===== config.mk =====
export PLATFORM = sky130hd
export DESIGN_NAME = fct_sector
export DESIGN_NICKNAME = d
export VERILOG_FILES = /design/src/sv/fct_pkg.sv /design/src/sv/fct_sector.sv
export SDC_FILE = /design/constraint.sdc
export NUM_CORES = 1
export LEC_CHECK = 0
export BUFFER_PORTS_ARGS = -buffer_cell sky130_fd_sc_hd__buf_2
export CAP_MARGIN = 20
export CORE_MARGIN = 4
export CORE_UTILIZATION = 63
export DETAILED_ROUTE_END_ITERATION = 7
export PLACE_DENSITY_LB_ADDON = 0.25
export SYNTH_ARGS = -nofsm -noshare
export SYNTH_HDL_FRONTEND = slang
export SYNTH_SLANG_ARGS = --single-unit

===== constraint.sdc =====
create_clock -name aclk -period 6.4 [get_ports aclk]
set_input_delay 0.32 -clock aclk [delete_from_list [all_inputs] [get_ports aclk]]
set_output_delay 0.32 -clock aclk [all_outputs]
set_load 0.1 [all_outputs]

===== src/sv/fct_pkg.sv =====
// Shared constants and types for the cluster table engine.
// Used by the table RAM, the sector unit and the top level; depends on nothing.
package fct_pkg;

    localparam int CLUSTERS = 4096;
    localparam int CL_W     = $clog2(CLUSTERS);
    localparam int LIM_W    = CL_W + 1;
    localparam int TOT_W    = 13;
    localparam int CMP_W    = (TOT_W > LIM_W) ? TOT_W : LIM_W;
    localparam int ENT_W    = 28;
    localparam int SPC_W    = 8;
    localparam int SEC_W    = 32;
    localparam int PROD_W   = CL_W + SPC_W;

    localparam logic [ENT_W-1:0] ENTRY_MASK = 28'h0FFF_FFFF;
    localparam logic [ENT_W-1:0] EOC_MIN    = 28'h0FFF_FFF8;
    localparam logic [ENT_W-1:0] EOC_MARK   = 28'h0FFF_FFFF;
    localparam logic [ENT_W-1:0] FIRST_CLUSTER = 28'd2;

    // Operation codes carried in the input kind field.
    localparam logic [2:0] KIND_READ  = 3'd0;
    localparam logic [2:0] KIND_WRITE = 3'd1;
    localparam logic [2:0] KIND_ALLOC = 3'd2;
    localparam logic [2:0] KIND_FREE  = 3'd3;
    localparam logic [2:0] KIND_SET   = 3'd4;

    // Result status codes.
    localparam logic [1:0] ST_OK    = 2'd0;
    localparam logic [1:0] ST_RANGE = 2'd1;
    localparam logic [1:0] ST_FULL  = 2'd2;
    localparam logic [1:0] ST_LOOP  = 2'd3;

    // Configuration register indexes.
    localparam logic [1:0] CFG_SPC   = 2'd0;
    localparam logic [1:0] CFG_FDS   = 2'd1;
    localparam logic [1:0] CFG_TOTAL = 2'd2;

    // One request to the table RAM: one write port, one read port.
    typedef struct packed {
        logic             we;
        logic [CL_W-1:0]  waddr;
        logic [ENT_W-1:0] wdata;
        logic             re;
        logic [CL_W-1:0]  raddr;
    } ram_req_t;

endpackage


===== src/sv/fct_sector.sv =====
// Data sector unit: (index * sectors per cluster) + first data sector in two stages.
// Depends on fct_pkg for widths.
module fct_sector (
    input  logic                          aclk,
    input  logic                          aresetn,
    input  logic                          start,
    input  logic [fct_pkg::CL_W-1:0]      idx,
    input  logic [fct_pkg::SPC_W-1:0]     spc,
    input  logic [fct_pkg::SEC_W-1:0]     fds,
    output logic                          done,
    output logic [fct_pkg::SEC_W-1:0]     sector
);

    logic [fct_pkg::PROD_W-1:0] prod_reg;
    logic [fct_pkg::SEC_W-1:0]  sum_reg;
    logic                       v1_reg;
    logic                       done_reg;

    always_ff @(posedge aclk) begin
        if (!aresetn) begin
            v1_reg   <= 1'b0;
            done_reg <= 1'b0;
        end else begin
            v1_reg   <= start;
            done_reg <= v1_reg;
        end
        // The product register splits the multiplier from the wide add.
        prod_reg <= fct_pkg::PROD_W'(idx) * fct_pkg::PROD_W'(spc);
        sum_reg  <= fct_pkg::SEC_W'(prod_reg) + fds;
    end

    assign done   = done_reg;
    assign sector = sum_reg;

endmodule


==> results.py, run 1 <==
metrics = {
    "run_status": {
        "status": "finished clean",
    },
    "routing": {
        "vias_per_cell": 5.35,
        "post_drt_wl_per_cell_um": 13.5,
        "wl_um": 10600,
        "drt_iter0_markers": 188,
        "antenna_left": 0,
        "drcViolationCount": 0,
        "drt-pass1-iter-count": 4,
        "num_vias": 4213,
    },
    "setup_path": {
        "rr_startpoint": "prod_reg[0]",
        "ff2ff_setup_slack_ns": 3.87,
        "crit_type": "input pin to flip-flop",
        "cp.arrival_ns": 4.54,
        "crit_fanout": 12,
        "start_kind": "input pin",
        "critPathLaunch": "spc[7]",
        "reg2reg_depth": 10,
        "rr_endpoint": "sector[28]",
        "required_ns": 6.64,
        "end_kind": "flip-flop",
    },
    "timing": {
        "worst_slew_pin_slew_ns": 0.494,
        "max_freq_mhz": 232,
        "grt_setup_unrepaired": "no",
        "setup_viol": 0,
        "hold_viol": 0,
        "slew_headroom_pct": 67.3,
        "hold_slack_ns": 0.196,
        "fin_crit_sh_pct": 67.2,
        "fin_skew_ns": 0.00896,
        "timing.final.max_slew_violations": 0,
        "tns_ns": 0,
        "period_needed_ns": 4.30,
    },
    "die": {
        "io_pins": 88,
        "die_width_um": 101,
        "die_y_um": 101,
        "coreArea_um2": 8300,
        "die_area_um2": 10200,
        "initial_core_util_pct": 65.6,
        "rows": 33,
    },
    "clock_tree": {
        "cts_buffer_depth": 2,
        "cts_htree_levels": 2,
        "cts_hold_buffers": 0,
        "cts.sinks": 54,
        "cts.root.buffer_cell": "clkbuf_8",
        "clock_latency_ns": 0.30,
        "cts_made_buffers": 5,
        "clk_pin_slew_ns": 0.09,
        "post_cts_buffers": 0,
        "cts_resized": 0,
        "cts_tree": "yes",
    },
    "logic_synthesis": {
        "synth_cells": 595,
        "synth_flop_cell": "dfxtp_1",
        "synthTopCellsByArea": "fa_1, dfxtp_1, ha_1, and2_1, inv_1",
        "synth_area_per_cell_um2": 9.15,
        "synth_seq_cells": 54,
        "netlist_area_um2": 5450,
        "yosys_warnings": 0,
        "async_reset_ff_share_pct": 0,
        "synth_cell_type_count": 51,
        "ys_seq_area_share_pct": 19.8,
        "synth_top_area_share_pct": 22.4,
        "synthMostInstantiatedCell": "inv_1",
        "synth_area_leader_cell": "fa_1",
        "ys_top_cells_by_count": "inv_1, and2_1, fa_1",
        "synth_edf_count": 0,
        "syn_nets": 771,
    },
    "global_routing": {
        "grt_max_degree": 17,
        "grt_remaining_overflow": 0,
        "grt_pass1_wl_um": 18300,
        "grt_antenna_before_repair": 0,
        "grt_pass1_vias": 4250,
        "grtUsageTotal_pct": 21.6,
    },
    "cells_and_area": {
        "n_antenna_cell": 0,
        "multi_input_comb_area_um2": 4000,
        "largest_register_ffs": 32,
        "nFillCells": 641,
        "regArea_um2": 1080,
        "final_layout_size_suffix_gt1_share_pct": 16.0,
        "fin_nets": 857,
        "areaGrowthSynthToFinish_pct": 11.9,
    },
    "placement": {
        "place_hpwl_um": 9190,
        "port_buffers": 87,
        "gp_congestion": 0.899,
    },
    "min_path": {
        "holdPathStages": 2,
        "holdPathEnd": "sector[31]",
        "hp-class": "input pin to flip-flop",
        "hold_start": "fds[31]",
    },
    "power_and_ir_drop": {
        "power_density_nw_per_um2": 454,
        "leakagePower_uw": 0.00312,
        "ir_drop_uv": 220,
    },
    "job": {
        "maxCapViolations": 0,
    },
}
## placed cells by master (no fill, tap or decap), types with 2 or more instances in the layout
cell / n
inv_1: 90
buf_2: 87
and2_1: 80
fa_1: 61
ha_1: 60
dfxtp_1: 54
nand2_1: 41
a21oi_1: 32
xnor2_1: 31
nor2_1: 19
o21ai_0: 16
a21o_1: 12
xor2_1: 12
nand3_1: 10
nand2b_1: 6
and3_1: 6
clkbuf_8: 5
nor3_1: 4
or2_2: 4
a31oi_1: 4
o211ai_1: 3
o21a_1: 3
nand4_1: 3
nor3b_1: 3
o21bai_1: 3
a211o_1: 2
nor2b_1: 2
a211oi_1: 2
## cell families (layout without fill, tap and decap cells)
group | Yosys count | count (layout) | share of synthesized area, %
AND/OR/NAND/NOR | 184 | 184 | 18.3
adder cells (fa/ha/maj) | 121 | 121 | 36.2
buffers and inverters | 98 | 185 | 6.75
AO/OA/AOI/OAI | 95 | 95 | 12.0
flip-flops | 54 | 54 | 19.8
XOR/XNOR | 43 | 43 | 6.91
## critical path, cell delays in order
cell,delay [ns]
buf_2,0.20
nand2_1,0.11
fa_1,0.51
fa_1,0.54
inv_1,0.05
fa_1,0.53
inv_1,0.05
fa_1,0.52
inv_1,0.04
ha_1,0.33
or2_2,0.30
a31oi_1,0.22
a211o_1,0.16
nand2_1,0.07
or2_2,0.28
a21oi_1,0.17
xnor2_1,0.13
## per-stage QoR
| stage | power, µW | std cells | setup WS, ns | util, % | cell area [µm²] |
|---|---|---|---|---|---|
| 2_1_floorplan | 2210 | 595 | 1.96 | - | 5450 |
| 3_3_place_gp | 2500 | 779 | 1.86 | 72.1 | 5980 |
| 3_5_place_dp | 2550 | 779 | 1.80 | 72.1 | 5980 |
| 4_1_cts | 2770 | 787 | 2.10 | 73.4 | 6090 |
| 5_1_grt | 3010 | 787 | 1.92 | 73.4 | 6090 |
| 6_report | 2770 | 787 | 2.10 | 73.4 | 6090 |
## report_power, final
group          leakage [µW]  switching, µW  total (µW)  internal [µW]
logic               0.00261           1350        2040            689
registers          0.000455           31.8         514            482
clock network     0.0000514            101         218            117
## layer usage
| layer | vias to the layer above | routed length, µm | track usage, % |
|---|---|---|---|
| met1 | 1957 | 4660 | 26.9 |
| li1 | 2090 | - | - |
| met4 | 0 | 216 | 5.93 |
| met5 | - | 0 | 0 |
| met2 | 143 | 5140 | 39.7 |
| met3 | 23 | 617 | 2.15 |
## worst max path at each step
| stage | slack, ns | endpoint | cells past startpoint |
|---|---|---|---|
| 2_1_floorplan | 1.96 | prod_reg[14] | 17 |
| 3_3_place_gp | 1.86 | prod_reg[18] | 17 |
| 3_5_place_dp | 1.80 | prod_reg[14] | 17 |
| 4_1_cts | 2.10 | prod_reg[14] | 17 |
| 5_1_grt | 1.92 | prod_reg[18] | 16 |
| 6_report | 2.10 | prod_reg[14] | 17 |
## layout make-up
class                           count  area share (%)
Clock buffer                        6            1.19
Tap cell                          105            2.16
Multi-Input combinational cell    443            65.6
Timing Repair Buffer               87            7.15
Inverter                           90            5.54
Clock inverter                      2           0.616
Sequential cell                    54            17.7
Note: power is estimated with default switching activity, not from simulation.
==> inputs of run 2 (changes only) <==
--- a/config.mk
+++ b/config.mk
@@ -8,7 +8,7 @@
 export BUFFER_PORTS_ARGS = -buffer_cell sky130_fd_sc_hd__buf_2
 export CAP_MARGIN = 20
 export CORE_MARGIN = 4
-export CORE_UTILIZATION = 63
+export CORE_UTILIZATION = 58
 export DETAILED_ROUTE_END_ITERATION = 7
 export PLACE_DENSITY_LB_ADDON = 0.25
 export SYNTH_ARGS = -nofsm -noshare
==> constraint.sdc (replaced) <==
create_clock -name aclk -period 4.4 [get_ports aclk]
set_input_delay 0.22 -clock aclk [delete_from_list [all_inputs] [get_ports aclk]]
set_output_delay 0.22 -clock aclk [all_outputs]
set_load 0.1 [all_outputs]
==> run 2 against run 1 <==
Against the previous run:
- die area up 7.9%
- non-clock buffer count up 10
- count of clock-buffer cells in the layout is 1 lower
- sequential share of layout area shrank 0.24 points
- power rose by 48%
- clock power is 49% higher
- largest cell class unchanged
- largest power group unchanged
==> results.py, run 2 (synthesized netlist as in run 1, its figures left out) <==
metrics = {
    "clock_tree": {
        "cts_resized": 0,
        "cts_made_buffers": 5,
        "cts.root.buffer_cell": "clkbuf_8",
        "cts_htree_levels": 2,
        "cts.sinks": 54,
        "cts_tree": "yes",
        "clk_pin_slew_ns": 0.10,
        "clock_latency_ns": 0.31,
        "post_cts_buffers": 0,
        "cts_hold_buffers": 0,
        "cts_buffer_depth": 2,
    },
    "power_and_ir_drop": {
        "ir_drop_uv": 451,
        "power_density_nw_per_um2": 664,
        "p_int_uw": 1930,
        "power_frac_comb_pct": 73.8,
        "leakagePower_uw": 0.00317,
        "clockPowerShare_pct": 7.9,
        "seqPwrFrac_pct": 18.2,
        "netSwitchingFraction_pct": 53.0,
        "power_switching_uw": 2170,
    },
    "cells_and_area": {
        "n_antenna_cell": 0,
        "fin_util_pct": 67.2,
        "final_common_cell": "inv_1",
        "areaGrowthSynthToFinish_pct": 13.4,
        "fin_area_um2": 6180,
        "largest_register_ffs": 32,
        "mostFrequentLayoutCells": "inv_1, buf_2, and2_1",
        "final_layout_size_suffix_gt1_share_pct": 17.3,
        "fin_nets": 867,
        "nFillCells": 750,
    },
    "setup_path": {
        "rr_endpoint": "sector[30]",
        "cp.arrival_ns": 4.36,
        "start_kind": "input pin",
        "ff2ff_setup_slack_ns": 1.88,
        "required_ns": 4.64,
        "reg2reg_depth": 10,
        "crit_fanout": 6,
        "rr_startpoint": "prod_reg[0]",
        "crit_type": "input pin to flip-flop",
        "end_kind": "flip-flop",
    },
    "die": {
        "initial_core_util_pct": 59.2,
        "die_area_um2": 11000,
        "die_y_um": 105,
        "io_pins": 88,
        "rows": 35,
        "coreArea_um2": 9200,
        "die_width_um": 105,
    },
    "placement": {
        "place_hpwl_um": 9500,
        "place_area_um2": 6070,
        "port_buffers": 87,
        "gp_congestion": 0.870,
    },
    "global_routing": {
        "busiest_layer": "met2",
        "use_met1_pct": 25.6,
        "grtUsageTotal_pct": 20.5,
        "grt_antenna_before_repair": 0,
        "grt_remaining_overflow": 0,
        "grt_max_degree": 18,
        "grt_pass1_vias": 4308,
        "globalRouteMet2Util_pct": 37.3,
        "grt_pass1_wl_um": 18900,
        "met3_usage_pct": 2.84,
    },
    "timing": {
        "setup_viol": 0,
        "timing.final.max_slew_violations": 0,
        "period_needed_ns": 4.12,
        "slew_headroom_pct": 66.5,
        "grt_setup_unrepaired": "no",
        "max_freq_mhz": 243,
        "fin_crit_sh_pct": 93.7,
        "hold_viol": 0,
        "fin_skew_ns": 0.00833,
        "tns_ns": 0,
        "worst_slew_pin_slew_ns": 0.497,
    },
    "routing": {
        "vias_per_cell": 5.26,
        "post_drt_wl_per_cell_um": 13.6,
        "drt_iter0_markers": 170,
        "antenna_left": 0,
        "drcViolationCount": 0,
        "drt-pass1-iter-count": 4,
        "num_vias": 4220,
        "wl_um": 10900,
    },
    "run_status": {
        "status": "finished clean",
    },
    "min_path": {
        "holdPathStages": 2,
        "hold_start": "fds[31]",
        "holdPathEnd": "sector[31]",
        "hp-class": "input pin to flip-flop",
    },
    "job": {
        "maxCapViolations": 0,
    },
}
==> run 2: cell types whose count changed in the layout (fill, tap and decap cells not counted), sizes merged <==
cell | before | now
clkinvlp | 1 | 0
clkinv | 0 | 1
inv | 90 | 91
buf | 87 | 97
clkbuf | 6 | 5
==> run 2: worst max-delay path: stages <==
cell	delay, ns
buf_2	0.13
nand2_1	0.08
fa_1	0.52
fa_1	0.54
inv_1	0.05
fa_1	0.52
inv_1	0.05
fa_1	0.52
inv_1	0.04
ha_1	0.29
or2_2	0.30
a31oi_1	0.22
a211o_1	0.16
nand3_1	0.10
a31o_2	0.24
a21oi_1	0.20
xnor2_1	0.15
==> run 2: worst max-delay path by stage <==
stage	start	endpoint	slack, ns	cells after the start
after floorplan	spc[7]	prod_reg[14]	0.06	17
after global placement	spc[7]	prod_reg[18]	0.06	17
after detailed placement	spc[7]	prod_reg[18]	-0.05	17
after CTS	spc[7]	prod_reg[18]	0.27	17
after global routing	spc[4]	prod_reg[18]	0.05	17
final	spc[7]	prod_reg[18]	0.28	17
==> run 2: power groups by stage <==
stage / registers (µW) / clock network [µW] / logic, µW
6_report: 747 / 325 / 3030
5_1_grt: 767 / 351 / 3330
4_1_cts: 751 / 334 / 3030
3_5_place_dp: 762 / 0 / 3010
3_3_place_gp: 756 / 0 / 2950
2_1_floorplan: 1520 / 0 / 1700
==> run 2: per-layer routing <==
| layer | vias to the layer above | wire [µm] |
|---|---|---|
| li1 | 2112 | - |
| met1 | 1961 | 4660 |
| met2 | 138 | 5500 |
| met3 | 9 | 626 |
| met4 | 0 | 125 |
| met5 | - | 0 |
==> run 2: final cells by class <==
class                   count  area [µm²]  area share [%]
well taps                 111         139            2.25
multi-input cells         443        4000            64.7
inverters                  90         338            5.47
flip-flops and latches     54        1080            17.5
clock inverters             3        43.8           0.709
repair buffers             97         510            8.26
clock buffers               5        68.8            1.11
==> run 2: stage by stage <==
step | power (µW) | instances | worst slack, ns | hold slack [ns]
after floorplan | 3220 | 595 | 0.0610 | 0.317
after global placement | 3700 | 795 | 0.0555 | 0.419
after global routing | 4450 | 803 | 0.0531 | 0.0900
after CTS | 4110 | 803 | 0.274 | 0.0952
after detailed placement | 3770 | 795 | -0.0495 | 0.422
final | 4100 | 803 | 0.279 | 0.0973
==> inputs of run 3 (changes only) <==
--- a/config.mk
+++ b/config.mk
@@ -8,7 +8,7 @@
 export BUFFER_PORTS_ARGS = -buffer_cell sky130_fd_sc_hd__buf_2
 export CAP_MARGIN = 20
 export CORE_MARGIN = 4
-export CORE_UTILIZATION = 58
+export CORE_UTILIZATION = 63
 export DETAILED_ROUTE_END_ITERATION = 7
 export PLACE_DENSITY_LB_ADDON = 0.25
 export SYNTH_ARGS = -nofsm -noshare
==> constraint.sdc (replaced) <==
create_clock -name aclk -period 5.09 [get_ports aclk]
set_input_delay 0.2545 -clock aclk [delete_from_list [all_inputs] [get_ports aclk]]
set_output_delay 0.2545 -clock aclk [all_outputs]
set_load 0.1 [all_outputs]
==> run 3 against run 2 <==
Against the previous run:
- critical path depth did not move
- highest routed layer unchanged
- critical path type unchanged
- hold slack better by 0.026 ns
- register-to-register slack improved by 0.70 ns
- wire length shrank 1.2%
- via count fell by 1.0%
- clock skew increased by 0.00097 ns
==> results.py, run 3 (synthesized netlist as in run 1, its figures left out) <==
metrics = {
    "run_status": {
        "status": "finished clean",
    },
    "setup_path": {
        "rr_startpoint": "prod_reg[0]",
        "ff2ff_setup_slack_ns": 2.58,
        "crit_fanout": 12,
        "crit_slowest_cell": "fa_1",
        "rr_endpoint": "sector[28]",
        "end_kind": "flip-flop",
        "start_kind": "input pin",
        "required_ns": 5.33,
        "reg2reg_depth": 10,
        "cp.arrival_ns": 4.50,
        "cpPeakStageDelay_ns": 0.54,
        "worstPathCellList": "buf_2 -> nand2_1 -> fa_1 -> fa_1 -> inv_1 -> fa_1 -> inv_1 -> fa_1 -> inv_1 -> ha_1 -> or2_2 -> a31oi_1 -> a211o_1 -> nand3_1 -> a31o_2 -> a21oi_1 -> xnor2_1",
        "crit_top_cell": "fa_1",
        "crit_type": "input pin to flip-flop",
    },
    "global_routing": {
        "grt_max_degree": 17,
        "grt_pass1_wl_um": 18200,
        "grt_pass1_vias": 4177,
        "grt_remaining_overflow": 0,
        "grtUsageTotal_pct": 21.6,
        "grt_antenna_before_repair": 0,
    },
    "timing": {
        "worst_slew_pin_slew_ns": 0.479,
        "grt_setup_unrepaired": "no",
        "timing.final.max_slew_violations": 0,
        "slew_headroom_pct": 67.7,
        "fin_skew_ns": 0.00931,
        "setup_viol": 0,
        "max_freq_mhz": 234,
        "hold_viol": 0,
        "tns_ns": 0,
        "fin_crit_sh_pct": 83.9,
        "period_needed_ns": 4.27,
    },
    "cells_and_area": {
        "fin_nets": 857,
        "mostFrequentLayoutCells": "inv_1, buf_2, and2_1",
        "largest_register_ffs": 32,
        "nFillCells": 621,
        "final_common_cell": "inv_1",
        "final_layout_size_suffix_gt1_share_pct": 16.0,
        "fin_area_um2": 6090,
        "n_antenna_cell": 0,
        "final_cells": 787,
        "areaGrowthSynthToFinish_pct": 11.9,
        "fin_util_pct": 73.4,
    },
    "die": {
        "die_width_um": 101,
        "io_pins": 88,
        "rows": 33,
        "die_y_um": 101,
        "initial_core_util_pct": 65.6,
        "die_area_um2": 10200,
        "coreArea_um2": 8300,
    },
    "job": {
        "maxCapViolations": 0,
    },
    "routing": {
        "post_drt_wl_per_cell_um": 13.7,
        "drt_iter0_markers": 203,
        "wl_um": 10800,
        "num_vias": 4177,
        "vias_per_cell": 5.31,
        "drt-pass1-iter-count": 7,
        "antenna_left": 0,
        "drcViolationCount": 0,
    },
    "min_path": {
        "holdPathEnd": "sector[31]",
        "hp-class": "input pin to flip-flop",
        "holdPathStages": 2,
        "hold_start": "fds[31]",
    },
    "power_and_ir_drop": {
        "p_total_uw": 3490,
        "leakagePower_uw": 0.00312,
        "ir_drop_uv": 238,
        "power_density_nw_per_um2": 573,
    },
    "clock_tree": {
        "clk_pin_slew_ns": 0.09,
        "cts_made_buffers": 5,
        "cts_hold_buffers": 0,
        "cts_htree_levels": 2,
        "cts_buffer_depth": 2,
        "cts.sinks": 54,
        "clock_latency_ns": 0.31,
        "cts.root.buffer_cell": "clkbuf_8",
        "cts_resized": 0,
        "cts_tree": "yes",
        "post_cts_buffers": 0,
    },
    "placement": {
        "dp.cells": 779,
        "port_buffers": 87,
        "gp_congestion": 0.899,
        "place_area_um2": 5980,
        "place_hpwl_um": 9200,
    },
}
run 3: changes by cell type in the layout (fill, tap and decap cells not counted), sizes merged:
cell      previous run  this run
clkbuf               5         6
clkinv               1         0
buf                 97        87
inv                 91        90
clkinvlp             0         1
run 3: how the worst max path moves through the flow:
stage	startpoint	endpoint	slack (ns)
after floorplan	spc[7]	prod_reg[14]	0.72
after global placement	spc[7]	prod_reg[18]	0.62
after detailed placement	spc[7]	prod_reg[18]	0.53
after CTS	spc[7]	prod_reg[18]	0.84
after global routing	spc[7]	prod_reg[18]	0.61
final	spc[7]	prod_reg[18]	0.82
run 3: cell type report:
type	instances	area, µm²	area share [%]
Clock buffer	6	72.6	1.19
Clock inverter	2	37.5	0.616
Inverter	90	338	5.54
Multi-Input combinational cell	443	4000	65.6
Sequential cell	54	1080	17.7
Tap cell	105	131	2.16
Timing Repair Buffer	87	435	7.15
run 3: critical path, delay by kind of cell:
kind                     cells  cell delay, ns
adder cells (fa/ha/maj)      5            2.43
AO/OA/AOI/OAI                4            0.81
XOR/XNOR                     1            0.14
AND/OR/NAND/NOR              3            0.52
buffers and inverters        4            0.34
run 3: metrics by stage:
step | setup WS [ns] | hold slack (ns)
after CTS | 0.839 | 0.122
final | 0.821 | 0.123
after floorplan | 0.717 | 0.351
after detailed placement | 0.526 | 0.430
after global placement | 0.618 | 0.424
after global routing | 0.612 | 0.135
run 3: layer usage:
metal  wire length [µm]  vias to the layer above  part of all wire, %  track usage, %
li1                   -                     2091                    -               -
met1               4670                     1955                   43            26.9
met2               5330                      121                   49            40.3
met3                658                       10                  6.1            2.01
met4                125                        0                  1.2            5.21
met5                  0                        -                    0               0
run 3: power by group:
group	switching, µW	internal [µW]	total, µW
clock	129	147	276
combinational	1700	868	2570
sequential	38.4	606	644
total	1870	1620	3490
